<file path="src/rtl/cubic_hermite_point_assert.svh">
// assertion macros shared by the cubic hermite point modules
`ifndef CUBIC_HERMITE_POINT_ASSERT_SVH
`define CUBIC_HERMITE_POINT_ASSERT_SVH

// same-cycle implication, sampled on clk, off while rst_n is low
`define CHP_ASSERT_IMP(label, cond, prop, msg) \
    label: assert property (@(posedge clk) disable iff (!rst_n) (cond) |-> (prop)) \
        else $error(msg);

// next-cycle implication, sampled on clk, off while rst_n is low
`define CHP_ASSERT_NXT(label, cond, prop, msg) \
    label: assert property (@(posedge clk) disable iff (!rst_n) (cond) |=> (prop)) \
        else $error(msg);

`endif

</file>
<file path="src/rtl/chp_pkg.sv">
// shared types, widths and constants of the cubic hermite point block
package chp_pkg;

    localparam int COORD_WIDTH = 24;
    localparam int PARAM_FRAC  = 16;
    localparam int PARAM_WIDTH = PARAM_FRAC + 2;
    localparam int T_W         = PARAM_FRAC + 1;
    localparam int TSQ_W       = 2 * T_W;
    localparam int WEIGHT_W    = PARAM_FRAC + 3;
    localparam int PROD_W      = COORD_WIDTH + WEIGHT_W;
    localparam int SUM_W       = PROD_W + 2;
    localparam int RES_W       = SUM_W - PARAM_FRAC;
    localparam int Q_DEPTH     = 8;
    localparam int Q_AW        = $clog2(Q_DEPTH);

    typedef logic signed [COORD_WIDTH-1:0] coord_t;
    typedef logic signed [PARAM_WIDTH-1:0] param_t;
    typedef logic        [T_W-1:0]         tparam_t;
    typedef logic        [TSQ_W-1:0]       tsq_t;
    typedef logic signed [WEIGHT_W-1:0]    weight_t;
    typedef logic signed [PROD_W-1:0]      prod_t;
    typedef logic signed [SUM_W-1:0]       sum_t;
    typedef logic signed [RES_W-1:0]       res_t;
    typedef logic        [Q_AW-1:0]        qptr_t;
    typedef logic        [Q_AW:0]          qlevel_t;

    localparam tparam_t T_ONE      = tparam_t'(2 ** PARAM_FRAC);
    localparam tsq_t    T_HALF     = tsq_t'(2 ** (PARAM_FRAC - 1));
    localparam weight_t WEIGHT_ONE = weight_t'(2 ** PARAM_FRAC);
    localparam sum_t    SUM_HALF   = sum_t'(2 ** (PARAM_FRAC - 1));
    localparam coord_t  COORD_MAX  = {1'b0, {(COORD_WIDTH-1){1'b1}}};
    localparam coord_t  COORD_MIN  = {1'b1, {(COORD_WIDTH-1){1'b0}}};

    typedef struct packed {
        coord_t start_x;
        coord_t start_y;
        coord_t start_tan_x;
        coord_t start_tan_y;
        coord_t end_x;
        coord_t end_y;
        coord_t end_tan_x;
        coord_t end_tan_y;
    } coords_t;

    // one classified job: the coordinates and the four basis weights
    typedef struct packed {
        coords_t c;
        weight_t h1;
        weight_t h2;
        weight_t h3;
        weight_t h4;
    } job_t;

    // queue status seen by the front and the back
    typedef struct packed {
        qlevel_t level;
        logic    empty;
    } qstat_t;

    // zero-extend a parameter power into the signed weight width
    function automatic weight_t to_weight(input tparam_t v);
        return signed'({{(WEIGHT_W-T_W){1'b0}}, v});
    endfunction

endpackage

</file>
<file path="src/rtl/chp_if.sv">
// handshake channels of the cubic hermite point block
interface chp_item_if;
    import chp_pkg::*;

    logic   valid;
    logic   ready;
    coord_t start_x;
    coord_t start_y;
    coord_t start_tan_x;
    coord_t start_tan_y;
    coord_t end_x;
    coord_t end_y;
    coord_t end_tan_x;
    coord_t end_tan_y;
    param_t interp_param;

    modport source (
        output valid, start_x, start_y, start_tan_x, start_tan_y,
               end_x, end_y, end_tan_x, end_tan_y, interp_param,
        input  ready
    );
    modport sink (
        input  valid, start_x, start_y, start_tan_x, start_tan_y,
               end_x, end_y, end_tan_x, end_tan_y, interp_param,
        output ready
    );
endinterface


</file>
<file path="src/rtl/chp_front.sv">
// front pipeline: clamps t, forms t^2, t^3 and the hermite weights
`include "cubic_hermite_point_assert.svh"

module chp_front (
    input  logic            clk,
    input  logic            rst_n,
    chp_item_if.sink        item,
    input  chp_pkg::qstat_t qstat,
    output logic            push,
    output chp_pkg::job_t   push_data
);
    import chp_pkg::*;

    logic    v1_reg, v2_reg, v3_reg;
    coords_t c1_reg, c2_reg, c3_reg;
    tparam_t t1_reg, t2_reg, t3_reg;
    tsq_t    tt_reg;
    tparam_t sq_reg;
    tsq_t    sqt_reg;

    tparam_t t_clamp;
    tsq_t    tt_round;
    tparam_t sq_next;
    tsq_t    cube_round;
    tparam_t cube;
    weight_t w_t, w_t2, w_t3;
    qlevel_t inflight;
    logic    accept;

    // credit check: front stages plus queue entries never exceed the queue
    assign inflight   = qlevel_t'(v1_reg) + qlevel_t'(v2_reg) + qlevel_t'(v3_reg)
                      + qstat.level;
    assign item.ready = (inflight < qlevel_t'(Q_DEPTH));
    assign accept     = item.valid && item.ready;

    always_comb
    begin
        if (item.interp_param[PARAM_WIDTH-1])
        begin
            t_clamp = '0;
        end
        else if (item.interp_param[PARAM_WIDTH-2:0] > T_ONE)
        begin
            t_clamp = T_ONE;
        end
        else
        begin
            t_clamp = item.interp_param[PARAM_WIDTH-2:0];
        end
    end

    assign tt_round   = tt_reg + T_HALF;
    assign sq_next    = tt_round[PARAM_FRAC +: T_W];
    assign cube_round = sqt_reg + T_HALF;
    assign cube       = cube_round[PARAM_FRAC +: T_W];

    always_ff @(posedge clk or negedge rst_n)
    begin
        if (!rst_n)
        begin
            v1_reg <= 1'b0;
            v2_reg <= 1'b0;
            v3_reg <= 1'b0;
        end
        else
        begin
            v1_reg <= accept;
            v2_reg <= v1_reg;
            v3_reg <= v2_reg;
        end
    end

    always_ff @(posedge clk)
    begin
        c1_reg <= '{item.start_x, item.start_y, item.start_tan_x, item.start_tan_y,
                    item.end_x, item.end_y, item.end_tan_x, item.end_tan_y};
        t1_reg <= t_clamp;

        c2_reg <= c1_reg;
        t2_reg <= t1_reg;
        tt_reg <= tsq_t'(t1_reg) * tsq_t'(t1_reg);

        c3_reg  <= c2_reg;
        t3_reg  <= t2_reg;
        sq_reg  <= sq_next;
        sqt_reg <= tsq_t'(sq_next) * tsq_t'(t2_reg);
    end

    assign w_t  = to_weight(t3_reg);
    assign w_t2 = to_weight(sq_reg);
    assign w_t3 = to_weight(cube);

    assign push        = v3_reg;
    assign push_data.c = c3_reg;
    assign push_data.h1 = (w_t3 <<< 1) - w_t2 - (w_t2 <<< 1) + WEIGHT_ONE;
    assign push_data.h2 = w_t2 + (w_t2 <<< 1) - (w_t3 <<< 1);
    assign push_data.h3 = w_t3 - (w_t2 <<< 1) + w_t;
    assign push_data.h4 = w_t3 - w_t2;

    `CHP_ASSERT_IMP(a_front_clamp, v1_reg, t1_reg <= T_ONE, "t left the unit range")
    `CHP_ASSERT_IMP(a_front_partition, push,
        (push_data.h1 + push_data.h2) == WEIGHT_ONE, "point weights do not sum to one")

endmodule

</file>
<file path="src/flat_wrapper.sv">
// flat-port wrapper written by rule: the top's interface ports become plain ports
module chp_front_flat import chp_pkg::*;
  (clk, rst_n, qstat, push, push_data, item_valid, item_start_x, item_start_y, item_start_tan_x, item_start_tan_y, item_end_x, item_end_y, item_end_tan_x, item_end_tan_y, item_interp_param, item_ready);
  chp_item_if item_i ();
  input  logic clk;
  input  logic rst_n;
  input  chp_pkg::qstat_t qstat;
  output logic push;
  output chp_pkg::job_t push_data;
  input wire logic [$bits(item_i.valid)-1:0] item_valid;
  input wire logic [$bits(item_i.start_x)-1:0] item_start_x;
  input wire logic [$bits(item_i.start_y)-1:0] item_start_y;
  input wire logic [$bits(item_i.start_tan_x)-1:0] item_start_tan_x;
  input wire logic [$bits(item_i.start_tan_y)-1:0] item_start_tan_y;
  input wire logic [$bits(item_i.end_x)-1:0] item_end_x;
  input wire logic [$bits(item_i.end_y)-1:0] item_end_y;
  input wire logic [$bits(item_i.end_tan_x)-1:0] item_end_tan_x;
  input wire logic [$bits(item_i.end_tan_y)-1:0] item_end_tan_y;
  input wire logic [$bits(item_i.interp_param)-1:0] item_interp_param;
  output wire logic [$bits(item_i.ready)-1:0] item_ready;
  assign item_i.valid = item_valid;
  assign item_i.start_x = item_start_x;
  assign item_i.start_y = item_start_y;
  assign item_i.start_tan_x = item_start_tan_x;
  assign item_i.start_tan_y = item_start_tan_y;
  assign item_i.end_x = item_end_x;
  assign item_i.end_y = item_end_y;
  assign item_i.end_tan_x = item_end_tan_x;
  assign item_i.end_tan_y = item_end_tan_y;
  assign item_i.interp_param = item_interp_param;
  assign item_ready = item_i.ready;
  chp_front u_core (.clk(clk), .rst_n(rst_n), .item(item_i), .qstat(qstat), .push(push), .push_data(push_data));
endmodule
</file>
<file path="config.mk">
export PLATFORM = sky130hd
export DESIGN_NAME = chp_front_flat
export DESIGN_NICKNAME = d
export VERILOG_FILES = /design/src/rtl/chp_pkg.sv /design/src/rtl/chp_if.sv /design/src/rtl/chp_front.sv /design/src/flat_wrapper.sv
export VERILOG_INCLUDE_DIRS = /design/src /design/src/rtl
export SDC_FILE = /design/constraint.sdc
export NUM_CORES = 2
export LEC_CHECK = 0
export BUFFER_PORTS_ARGS = -buffer_cell sky130_fd_sc_hd__buf_4
export CAP_MARGIN = 20
export CORE_AREA = 10 10 308 310
export DETAILED_ROUTE_END_ITERATION = 8
export DIE_AREA = 0 0 318 320
export PLACE_DENSITY = 0.71
export SKIP_CTS_REPAIR_TIMING = 1
export SLEW_MARGIN = 0
export SYNTH_ARGS = -nofsm -noshare
export SYNTH_HDL_FRONTEND = slang
export SYNTH_SLANG_ARGS = --single-unit
export TNS_END_PERCENT = 30
</file>
<file path="constraint.sdc">
create_clock -name clk -period 7.07 [get_ports clk]
set_clock_uncertainty 0.15 [all_clocks]
set_input_delay 1.414 -clock clk [delete_from_list [all_inputs] [get_ports clk]]
set_output_delay 1.414 -clock clk [all_outputs]
set_load 0.02 [all_outputs]
</file>
==> results.yml <==
run_status:
  status: "finished clean"
power:
  fin_total_pwr_mw: 14.0
  power_frac_comb_pct: 46.3
  power_density_mw_per_mm2: 327
  p_sw_mw: 5.24
  p_seq_share_pct: 30.3
  power_leakage_nw: 21.6
  switching_share_pct: 37.4
  p_int_mw: 8.78
  clockPowerShare_pct: 23.5
  ir_drop_mv: 1.16
synth:
  synth_cell_type_count: 65
  synthFlopType: "dfxtp_1"
  ys_seq_area_share_pct: 38.9
  syn_nets: 4150
  async_flop_share_pct: 0.439
  synth-seq-cells: 683
  syn_area_mm2: 0.0352
  ys_warn_count: 0
  syn_area_per_cell_um2: 11.0
  synth_edf_count: 0
  syn_inst: 3185
critical_path:
  cpPeakStageDelay_ns: 0.56
  crit_buf_inv: 7
  crit_family: "adder cells"
  startpoint_type: "flop"
  critical_path_arrival_ns: 7.17
  slowest_stage: "fa_1"
  crit_type: "reg2reg"
  crit_top_cell: "fa_1"
  crit_required_ns: 7.43
  worstSetupEndpointType: "flop"
  critPathMaxFanout: 6
floorplan:
  die_area_mm2: 0.102
  die_h_um: 320
  io_pins: 488
  die_w_um: 318
  initial_core_util_pct: 39.9
  core-area_mm2: 0.0882
  rows: 109
place:
  gp_congestion: 0.866
  dp.final_hpwl_um: 63500
  dpl.cell_count: 4839
  pre_cts_ws_ns: -0.0348
  portBuffers: 486
sta:
  period_share_pct: 96.3
  fmax_mhz: 147
  slew_headroom_pct: 43.7
  finalSetupTns_ns: 0
  min_period_ns: 6.81
  drv_slew: 0
  worst_slack_ns: 0.260
  setup_violations: 0
  final_hold_viol_count: 0
  max_slew.worst_pin.slew_ns: 0.844
clocking:
  cts_max_level: 2
  cts_buffer_depth: 3
  numCtsBuffers: 61
  cts-root-buf: "clkbuf_16"
  clock_latency_ns: 0.61
  cts_tree: "yes"
  cts.sinks: 683
  clk_pin_slew_ns: 0.06
grt:
  grt_pass1_wl_um: 124000
  grt_pass1_vias: 23900
  grt_start_max_net_pins: 19
  grtUsageTotal_pct: 15.0
  grt_overflow: 0
  antenna_found_initial: 1
layout:
  syn_to_final_growth_pct: 21.9
  layout.cells.non_filler: 4963
  drive_above_1_share_pct: 18.5
  diodes: 0
  post-route-util_pct: 48.6
  fin_nets: 4715
detailed_routing:
  totalWireLength_um: 77100
  firstDrtPassIters: 5
  drc: 0
  drtIter0Drc: 998
  wl_per_cell_um: 15.5
  antenna_left: 0
  vias: 22400
  vias_per_cell: 4.51
hold_path:
  hold_class: "reg2reg"
flow_run:
  drv_cap: 0
-- per-stage QoR --
step / hold WS (ns) / cell area (µm²)
3_5_place_dp: 0.162 / 40600
2_1_floorplan: 0.160 / 35200
3_3_place_gp: 0.160 / 40600
6_report: 0.167 / 42900
5_1_grt: 0.171 / 42900
4_1_cts: 0.162 / 42600
-- cells by family (layout without fill, tap and decap cells) --
group	after synthesis	after routing	synth area share [%]
AOI/OAI and AO/OA	216	216	4.04
xor gates and xnor gates	142	142	3.53
and+or+nand+nor	697	697	9.86
muxes	3	3	0.0889
adders and majority gates	747	747	36.1
buffers and inverters	697	1310	7.47
DFF	683	683	38.9
-- cells in the mapped netlist (4+ instances only) --
cell,number,area (µm²)
a31oi_1,10,62.6
nand3_1,31,155
and2_1,213,1330
fa_1,448,8970
nand4_1,14,87.6
and3_1,15,93.8
or2_2,7,43.8
or2_1,4,25.0
o211ai_1,8,60.1
nor2_1,77,289
inv_1,633,2380
nor3_1,20,100
xor2_1,47,412
o21ai_0,16,80.1
o31ai_1,4,30.0
nor3b_1,4,30.0
clkbuf_1,57,214
dfxtp_1,680,13600
nand2_1,263,987
nor2b_1,16,100
xnor2_1,95,832
nor4_1,7,43.8
nand2b_1,12,75.1
o21a_1,14,105
ha_1,299,3740
a211oi_1,10,75.1
o21bai_1,5,37.5
or3_1,6,37.5
o21ai_1,14,70.1
a21oi_1,73,365
a21o_1,24,180
-- worst paths after layout --
path,to,start,cells after the start,slack (ns)
max,u_core.sqt_reg[31]$_DFF_P_,u_core.tt_reg[16]$_DFF_P_,27,0.26
min in group asynchronous,u_core.push$_DFF_PN0_,rst_n,1,0.43
min reg2reg,u_core.push_data[222]$_DFF_P_,u_core.c2_reg[146]$_DFF_P_,0,0.17
min,u_core.push_data[222]$_DFF_P_,u_core.c2_reg[146]$_DFF_P_,0,0.17
max reg2reg,u_core.sqt_reg[31]$_DFF_P_,u_core.tt_reg[16]$_DFF_P_,27,0.26
max in group asynchronous,u_core.v1_reg$_DFF_PN0_,rst_n,1,6.25
-- power groups by stage --
stage          combinational (mW)  clock [mW]  sequential [mW]
3_3_place_gp                 6.39           0             4.31
6_report                     6.48        3.29             4.24
5_1_grt                      7.12        3.54             4.27
2_1_floorplan                4.07           0             4.34
4_1_cts                      6.52        3.40             4.24
3_5_place_dp                 6.49           0             4.32
-- cell type report --
cell class | instances | area (µm²)
clock buffer | 86 | 1730
clock inverter | 25 | 318
fill | 7971 | 45300
inverter | 634 | 2380
multi-input combinational | 1805 | 19000
sequential | 683 | 13700
tap | 1165 | 1460
timing repair buffer | 565 | 4290
-- placed cells by master, fill, tap and decap left out, types with 5 or more instances in the layout --
cell type,synthesis,routed
a211oi_1,10,8
a21o_1,24,24
a21oi_1,73,71
a31oi_1,10,10
and2_1,213,213
and3_1,15,15
buf_4,3,559
bufinv_16,0,5
clkbuf_1,57,14
clkbuf_16,0,61
clkbuf_8,0,11
clkinv_2,0,7
dfxtp_1,680,671
dfxtp_4,0,5
fa_1,448,446
ha_1,299,296
inv_1,633,633
nand2_1,263,263
nand2b_1,12,12
nand3_1,31,29
nand4_1,14,14
nor2_1,77,73
nor2b_1,16,16
nor3_1,20,20
nor4_1,7,7
o211ai_1,8,8
o21a_1,14,14
o21ai_0,16,15
o21ai_1,14,15
o21bai_1,5,5
or2_2,7,7
or3_1,6,6
xnor2_1,95,94
xor2_1,47,46
-- routing by layer --
metal | global-route usage [%] | routed length (µm) | share of wire, %
met5 | 0 | 0 | 0
met4 | 4.06 | 1750 | 2.3
met3 | 3.08 | 4230 | 5.5
met2 | 27.5 | 39800 | 52
met1 | 17.4 | 31400 | 41
Power figures use the tool's default switching activity.
